## src/rtl/scps_div.sv

```systemverilog
`timescale 1ns / 1ps

module scps_div #(
	parameter int NW = 26,
	parameter int DW = 11,
	parameter int QW = 16
) (
	input  logic          clk,
	input  logic          arst_n,
	input  logic          vld_in,
	input  logic [NW-1:0] num,
	input  logic [DW-1:0] den,
	output logic          vld_out,
	output logic [QW-1:0] quo
);

	localparam int TW = (NW > DW + QW) ? NW : DW + QW;

	logic [TW-1:0] rem_s [QW];
	logic [QW-1:0] quo_s [QW];
	logic [QW-1:0] vld_s;

	// one quotient bit per stage, most significant first
	for (genvar n = 0; n < QW; n++) begin : g_stage
		logic [TW-1:0] rem_in;
		logic [QW-1:0] quo_in;
		logic          vld_in_n;
		logic [TW-1:0] trial;

		if (n == 0) begin : g_first
			assign rem_in   = TW'(num);
			assign quo_in   = '0;
			assign vld_in_n = vld_in;
		end else begin : g_next
			assign rem_in   = rem_s[n-1];
			assign quo_in   = quo_s[n-1];
			assign vld_in_n = vld_s[n-1];
		end

		assign trial = TW'(den) << (QW - 1 - n);

		always_ff @(posedge clk or negedge arst_n) begin
			if (!arst_n) begin
				vld_s[n] <= 1'b0;
			end else begin
				vld_s[n] <= vld_in_n;
			end
		end

		// restoring subtract step
		always_ff @(posedge clk) begin
			if (rem_in >= trial) begin
				rem_s[n] <= rem_in - trial;
				quo_s[n] <= quo_in | (QW'(1) << (QW - 1 - n));
			end else begin
				rem_s[n] <= rem_in;
				quo_s[n] <= quo_in;
			end
		end
	end

	assign vld_out = vld_s[QW-1];
	assign quo     = quo_s[QW-1];

endmodule

```

## config.mk

```make
export PLATFORM = sky130hd
export DESIGN_NAME = scps_div
export DESIGN_NICKNAME = d
export VERILOG_FILES = /design/src/rtl/scps_div.sv
export SDC_FILE = /design/constraint.sdc
export NUM_CORES = 1
export LEC_CHECK = 0
export ABC_AREA = 1
export BUFFER_PORTS_ARGS = -buffer_cell sky130_fd_sc_hd__buf_4
export CORE_MARGIN = 2
export CORE_UTILIZATION = 57
export CTS_CLUSTER_SIZE = 20
export DETAILED_ROUTE_END_ITERATION = 12
export PLACE_DENSITY = 0.73
export SYNTH_ARGS = -nofsm -noshare
export SYNTH_HDL_FRONTEND = slang
export SYNTH_SLANG_ARGS = --single-unit
```

## constraint.sdc

```tcl
create_clock -name clk -period 2.28 [get_ports clk]
set_clock_uncertainty 0.1 [all_clocks]
set_input_delay 0.342 -clock clk [delete_from_list [all_inputs] [get_ports clk]]
set_output_delay 0.342 -clock clk [all_outputs]
set_load 0.02 [all_outputs]
```

Word level (Yosys, flattened, before mapping)
Memory sizes are Yosys's and may differ from the RTL's.
Cells that the tools add are included.
- ROM bits: 0
- output and inout bits: 17
- flip-flop bits (word level): 16
- latch bits: 0
- memory bits (writable): 688
- memories kept: 2
- multiply operators: 0
- shifts and indexed selects: 0
- reductions and logical operators: 0
- add/subtract/negate cells: 16
- order comparisons: 16
- eq/ne operators: 0
- divide/modulo/power cells: 0
- bitwise operators: 32
- muxes and demuxes: 80
- memory list (name ; depth ; bits a word ; read ports ; clocked after memory_dff ; write ports ; RTL line ; RTL):
    rem_s ; 16 ; 27 ; 15 ; 0 ; 16 ; 19 ; logic [TW-1:0] rem_s [QW];
    quo_s ; 16 ; 16 ; 16 ; 0 ; 16 ; 20 ; logic [QW-1:0] quo_s [QW];
- operators by type and width (operator ; number):
    2-to-1 mux 27 bit ; 16
    2-to-1 mux 16 bit ; 16
    2-to-1 mux 1 bit ; 48
    OR 1 bit ; 32
    greater-or-equal comparator 27 x 11 -> 1 bit ; 1
    greater-or-equal comparator 27 x 12 -> 1 bit ; 1
    greater-or-equal comparator 27 x 13 -> 1 bit ; 1
    greater-or-equal comparator 27 x 14 -> 1 bit ; 1
    greater-or-equal comparator 27 x 15 -> 1 bit ; 1
    greater-or-equal comparator 27 x 16 -> 1 bit ; 1
    greater-or-equal comparator 27 x 17 -> 1 bit ; 1
    greater-or-equal comparator 27 x 18 -> 1 bit ; 1
    greater-or-equal comparator 27 x 19 -> 1 bit ; 1
    greater-or-equal comparator 27 x 20 -> 1 bit ; 1
    greater-or-equal comparator 27 x 21 -> 1 bit ; 1
    greater-or-equal comparator 27 x 22 -> 1 bit ; 1
    greater-or-equal comparator 27 x 23 -> 1 bit ; 1
    greater-or-equal comparator 27 x 24 -> 1 bit ; 1
    greater-or-equal comparator 27 x 25 -> 1 bit ; 1
    subtractor 26 x 26 -> 27 bit ; 1
    subtractor 27 x 11 -> 27 bit ; 1
    subtractor 27 x 12 -> 27 bit ; 1
    subtractor 27 x 13 -> 27 bit ; 1
    subtractor 27 x 14 -> 27 bit ; 1
    12 further kinds ; 12

Longest topological paths before layout
Gate-level depths: netlist of the first run.
An unclocked memory read counts as a cell.
- depth in word-level cells: 5
- mapped depth: 14
- gate-level depth less buffers: 14

Worst setup path after synthesis of the first run
OpenSTA, ideal clock, no wires.
- path kind: input-to-reg
- start: input den[1]
- end: memory rem_s[0][200] (netlist bit)
- required time: 2.058 ns
- data arrival time: 2.140 ns
- path buffers: 1
- slack: -0.082 ns
- stages: 11
- cell sequence: inv_1 > ha_1 > nand3_1 > nand3_1 > nand2_1 > nand2_1 > nand2_1 > nand2_1 > nor2_4 > buf_2 > o21ai_0
- RTL lines (what ; RTL line ; RTL):
    start: declaration ; 12 ; input logic [DW-1:0] den,
    end: declaration ; 19 ;

==> results.sh, run 1 <==
export IMPL_cp_start_kind="flop"
export IMPL_synthSimpleGateAreaFrac_pct=34.7
export IMPL_hold_viol=0
export IMPL_drcViolationCount=0
export IMPL_use_met3_pct=3.67
export IMPL_drive_above_1_share_pct=16.7
export IMPL_finalSetupViolations=0
export IMPL_grt_busiest_layer="met2"
export IMPL_layout_common_cells="1459 x nand2_1, 590 x buf_4, 577 x inv_1"
export IMPL_fin_cells=5611
export IMPL_synthCells=4228
export IMPL_grt_pass1_wl_microns=137000
export IMPL_antennaDiodeCount=0
export IMPL_hold_ws_ns=0.154
export IMPL_pwr_density_cell_mw_per_mm2=1390
export IMPL_synthXorXnorAreaFrac_pct=3.73
export IMPL_fp_dieH_microns=230
export IMPL_dpl_hpwl_microns=69500
export IMPL_postRouteAntennaNets=0
export IMPL_synth_compound_area_share_pct=5.84
export IMPL_cap_violations=0
export IMPL_grt_max_degree=26
export IMPL_hp_class="input pin to flop"
export IMPL_p_leak_uw=0.0191
export IMPL_start_util_pct=58.0
export IMPL_core_rowCount=82
export IMPL_fill_cells=4214
export IMPL_fin_crit_sh_pct=95.7
export IMPL_yosysSeqAreaShare_pct=38.5
export IMPL_antenna_found_initial=0
export IMPL_grt_pass1_vias=27200
export IMPL_fin_nets=5122
export IMPL_path_clk_slew_ns=0.06
export IMPL_pre_cts_ws_ns=-0.421
export IMPL_cts_tree="built"
export IMPL_use_met1_pct=38.3
export IMPL_post_route_util_pct=73.4
export IMPL_synth_area_per_cell_sq_um=6.89
export IMPL_vdd_drop_max_v=0.000968
export IMPL_die_w_microns=230
export IMPL_layout_commonest_cell="nand2_1"
export IMPL_globalplace_congestion=0.998
export IMPL_grt_overflow=0
export IMPL_synth_flop_cell="dfxtp_1"
export IMPL_finalWorstSetupSlack_ns=0.0979
export IMPL_avgRoutedWirePerCell_microns=15.4
export IMPL_synth_seq_cells=557
export IMPL_cts_root_buf="clkbuf_16"
export IMPL_slew_headroom_pct=54.2
export IMPL_ys_async_sr_fraction_pct=2.87
export IMPL_dr_pass1_iters=5
export IMPL_ys_types=49
export IMPL_drtIter0Drc=1973
export IMPL_fin_area_sq_mm=0.0369
export IMPL_slew_violations=0
export IMPL_numCtsBuffers=57
export IMPL_cp_max_fo=15
export IMPL_dieArea_sq_mm=0.0529
export IMPL_synth_nets=4459
export IMPL_vias=28400
export IMPL_via_per_inst=5.07
export IMPL_dp_cells=5471
export IMPL_endpoint_kind="flop"
export IMPL_h_tree_depth=2
export IMPL_fmax_ghz=0.458
export IMPL_synth_top_family_by_area="simple AND/OR/NAND/NOR gates"
export IMPL_yosys_warnings=0
export IMPL_clk_path_buf_depth=3
export IMPL_tightest_slew_ns=0.685
export IMPL_placed_cell_area_sq_mm=0.0345
export IMPL_crit_type="flop to flop"
export IMPL_area_growth_pct=26.7
export IMPL_outcome="completed"
export IMPL_met2_usage_pct=57.0
export IMPL_grt_total_usage_pct=32.3
export IMPL_core_area_sq_mm=0.0503
export IMPL_cp_required_ns=2.71
export IMPL_fin_crit_ns=2.18
export IMPL_synth_edf_count=0
export IMPL_synth_area_sq_mm=0.0291
export IMPL_synthAdderAreaFrac_pct=8.59
export IMPL_io_pins=57
export IMPL_cts_sinks=557
export IMPL_drt_total_wl_microns=86500
export IMPL_io_buffers=56
export IMPL_crit_arrival_ns=2.61
export IMPL_synthMuxAreaShare_pct=0
export IMPL_clk_latency_ns=0.64
state kept, by name, indices dropped and copies added (netlist names):
name              flops
rem_s               405
quo_s               136
g_stage.vld_in_n     15
vld_out               1
stage by stage:
stage / power, uW / TNS (ns)
after CTS: 51100 / 0
after global placement: 40800 / -58.12
final: 51400 / 0
after detailed placement: 41100 / -68.71
after global routing: 55200 / -0.0921
after floorplan: 30500 / -0.0438
critical path, stage by stage (launching register included):
cell and delay [ns]:
dfxtp_1 0.38, inv_1 0.07, ha_1 0.27, inv_1 0.09, nor2_4 0.13, nand4_1 0.24
nand3b_1 0.26, nand2_2 0.12, nor2_4 0.05, buf_12 0.14, buf_4 0.12, nand2_1 0.05
nand2_1 0.05
layout make-up:
type | instances | area, sq um | share of cell area (%)
Sequential cell | 557 | 11200 | 30.4
Inverter | 597 | 2260 | 6.12
Multi-Input combinational cell | 3039 | 15500 | 41.9
Timing Repair Buffer | 639 | 5120 | 13.9
Clock inverter | 36 | 447 | 1.21
Tap cell | 672 | 841 | 2.28
Clock buffer | 71 | 1540 | 4.17
cells by family after synthesis:
kind of cell / count (synthesis)
fa+ha+maj: 191
simple gates: 2413
flops: 557
compound gates: 311
xor+xnor: 124
buf+inv: 632
where the power goes:
part | switching (uW) | internal [uW]
combinational | 14400 | 11400
clock | 4160 | 5670
sequential | 2730 | 13000
total | 21300 | 30100
final timing paths:
check	from	end	slack (ns)	cells past startpoint
max	rem_s[0][144]	rem_s[0][179]	0.1	12
min	den[1]	rem_s[1][60]	0.15	4
max reg2reg	rem_s[0][144]	rem_s[0][179]	0.1	12
min reg2reg	quo_s[1][86]	quo_s[1][102]	0.22	0
max in group asynchronous	arst_n	g_stage[12].vld_in_n	0.92	3
min in group asynchronous	arst_n	g_stage[9].vld_in_n	0.72	3
routing by layer:
layer  wire (microns)  part of all wire, %  vias to the layer above
met5                0                    0                        -
met4             5090                  5.9                        0
met3             4130                  4.8                      249
met2            41700                   48                      806
met1            35600                   41                    12700
li1                 -                    -                    14600
synth_stat cells (all sizes together) (2+ instances only):
library cell	count	share of area, %
nor3	40	0.72
o21bai	3	0.077
a21oi	167	3.1
ha	176	7.6
nand2	1479	19
nor3b	4	0.10
nor4	9	0.19
dfxtp	541	37
a21boi	4	0.10
fa	15	1.0
nor2	454	6.1
o21ai	124	2.2
nand3	288	5.2
or2	4	0.086
and2	17	0.36
buf	34	0.91
nand4	81	1.7
clkinv	2	0.026
xnor2	51	1.5
dfrtp	16	1.4
a21o	6	0.15
xor2	73	2.2
inv	595	7.7
o21a	4	0.10
and3	2	0.043
nand3b	34	0.89
repair_timing:
item,CTS,global route
gates cloned,0,1
resized for setup,2,26
pin swaps,0,3
buffers inserted,0,3
setup endpoints to repair,16,78
hold buffers,29,0
endpoints found under the hold margin,43,0
No activity file was read; power rests on OpenSTA's default activity.
==> run 2: changes to the inputs <==
==> constraint.sdc (replaced) <==
create_clock -name clk -period 2.6 [get_ports clk]
set_clock_uncertainty 0.1 [all_clocks]
set_input_delay 0.39 -clock clk [delete_from_list [all_inputs] [get_ports clk]]
set_output_delay 0.39 -clock clk [all_outputs]
set_load 0.02 [all_outputs]
==> results.sh, run 2 (synthesized netlist as in run 1, its figures left out) <==
export IMPL_crit_arrival_ns=2.84
export IMPL_largest_register_ff_count=405
export IMPL_pwr_density_cell_mw_per_mm2=1230
export IMPL_hold_viol=0
export IMPL_area_growth_pct=16.6
export IMPL_fin_cells=5233
export IMPL_outcome="completed"
export IMPL_dr_pass1_iters=6
export IMPL_finalPower_uw=41600
export IMPL_vias=27000
export IMPL_slew_headroom_pct=57.6
export IMPL_crit_top_cell="nand2_1"
export IMPL_worst_path_largest_cell_delay_ns=0.41
export IMPL_clk_path_buf_depth=3
export IMPL_fp_dieH_microns=230
export IMPL_post_route_util_pct=67.6
export IMPL_cap_violations=0
export IMPL_crit_chain="inv_1 -> ha_1 -> inv_1 -> fa_1 -> nand3_1 -> nand3_2 -> nand2_1 -> nand3_1 -> nand2_1 -> nand2_1 -> nor2_4 -> nand2_1 -> nand2_1"
export IMPL_globalplace_congestion=1.01
export IMPL_seqPwrFrac_pct=32.9
export IMPL_met3_length_microns=4550
export IMPL_cts_root_buf="clkbuf_16"
export IMPL_antennaDiodeCount=0
export IMPL_layout_commonest_cell="nand2_1"
export IMPL_dieArea_sq_mm=0.0529
export IMPL_pwr_share_comb_pct=46.7
export IMPL_io_pins=57
export IMPL_vdd_drop_max_v=0.000671
export IMPL_clk_latency_ns=0.64
export IMPL_dpl_hpwl_microns=64700
export IMPL_grt_pass1_vias=25600
export IMPL_endpoint_kind="flop"
export IMPL_fmax_ghz=0.422
export IMPL_grt_max_degree=26
export IMPL_cp_slowest_cell="nor2_4"
export IMPL_fin_nets=4746
export IMPL_drtIter0Drc=1797
export IMPL_h_tree_depth=2
export IMPL_numCtsBuffers=56
export IMPL_switchingPower_uw=17800
export IMPL_p_int_uw=23800
export IMPL_dp_cells=5101
export IMPL_cp_required_ns=3.07
export IMPL_cp_max_fo=18
export IMPL_fill_cells=4497
export IMPL_die_w_microns=230
export IMPL_dr_wl_met2_microns=38900
export IMPL_grt_overflow=0
export IMPL_tightest_slew_ns=0.636
export IMPL_hold_ws_ns=0.0345
export IMPL_avgRoutedWirePerCell_microns=15.5
export IMPL_start_util_pct=58.0
export IMPL_finalSetupViolations=0
export IMPL_slew_violations=0
export IMPL_hp_class="input pin to async pin"
export IMPL_crit_start="rem_s[0][196]"
export IMPL_antenna_found_initial=0
export IMPL_p_sw_share_pct=42.8
export IMPL_rsz0062_at_grt="no"
export IMPL_grt_pass1_wl_microns=129000
export IMPL_path_clk_slew_ns=0.07
export IMPL_fin_crit_ns=2.37
export IMPL_layout_common_cells="1467 x nand2_1, 578 x inv_1, 541 x dfxtp_1"
export IMPL_via_per_inst=5.16
export IMPL_finalSetupTns_ns=0
export IMPL_postRouteAntennaNets=0
export IMPL_drt_total_wl_microns=81200
export IMPL_crit_type="flop to flop"
export IMPL_r2r_start="rem_s[0][196]"
export IMPL_wl_met1_microns=33300
export IMPL_top_register="rem_s"
export IMPL_highest_layer="met4"
export IMPL_core_area_sq_mm=0.0503
export IMPL_core_rowCount=82
export IMPL_drive_above_1_share_pct=9.27
export IMPL_cp_start_kind="flop"
export IMPL_io_buffers=56
export IMPL_drcViolationCount=0
export IMPL_p_leak_uw=0.0173
export IMPL_cts_tree="built"
export IMPL_grt_total_usage_pct=30.6
export IMPL_fin_crit_sh_pct=91.1
export IMPL_cts_sinks=557
export IMPL_clockPowerShare_pct=20.4
run 2: cell count changes in the layout (fill, tap and decap cells not counted), sizes merged:
cell	delta
clkinv	-4
bufinv	-1
inv	+4
dlygate4sd3	-1
clkinvlp	-6
buf	-373
clkbuf	+3
run 2: worst paths after layout:
path | endpoint | slack (ns) | cells past startpoint
max | rem_s[1][15] | 0.23 | 13
max reg2reg | rem_s[1][15] | 0.23 | 13
min | g_stage[2].vld_in_n | 0.03 | 2
max in group asynchronous | g_stage[12].vld_in_n | 2.18 | 2
min reg2reg | quo_s[1][57] | 0.22 | 0
min in group clk | quo_s[1][57] | 0.22 | 0
run 2: cell type report:
| type | instances | area [sq um] | share of cell area [%] |
|---|---|---|---|
| Timing Repair Buffer | 264 | 2300 | 6.77 |
| Clock buffer | 75 | 1580 | 4.66 |
| Clock inverter | 29 | 383 | 1.13 |
| Tap cell | 672 | 841 | 2.47 |
| Inverter | 597 | 2250 | 6.62 |
| Sequential cell | 557 | 11200 | 33.0 |
| Multi-Input combinational cell | 3039 | 15400 | 45.3 |
run 2: what timing repair did:
item | in CTS | in global routing
endpoints found under the setup margin | 0 | 3
hold buffers | 28 | 0
resized for setup | 0 | 1
setup buffers | 0 | 0
endpoints found under the hold margin | 43 | 0
run 2: per-stage QoR:
| stage | setup slack [ns] | instance area (sq um) |
|---|---|---|
| after detailed placement | -0.148 | 31700 |
| after floorplan | 0.190 | 29100 |
| final | 0.230 | 34000 |
| after global placement | -0.153 | 31700 |
| after CTS | 0.228 | 34000 |
| after global routing | 0.0663 | 34000 |
run 2: worst max-delay path, delay by kind of cell, from the launching register on:
kind | cells | cell delay (ns)
flops | 1 | 0.34
fa+ha+maj | 2 | 0.53
simple gates | 9 | 1.17
buf+inv | 2 | 0.16
run 2: routing by layer:
metal  vias to the layer above  global-route usage (%)
met2                       831                    53.6
met1                     12100                    36.7
met4                         0                    15.3
li1                      13900                       -
met5                         -                       0
met3                       218                    4.22
run 2: power groups by stage:
stage	Sequential (uW)	Combinational [uW]	Clock, uW
2_1_floorplan	12800	14000	0
3_3_place_gp	13900	18900	0
3_5_place_dp	13900	19000	0
4_1_cts	13700	19300	8630
5_1_grt	13900	22100	8980
6_report	13700	19400	8490
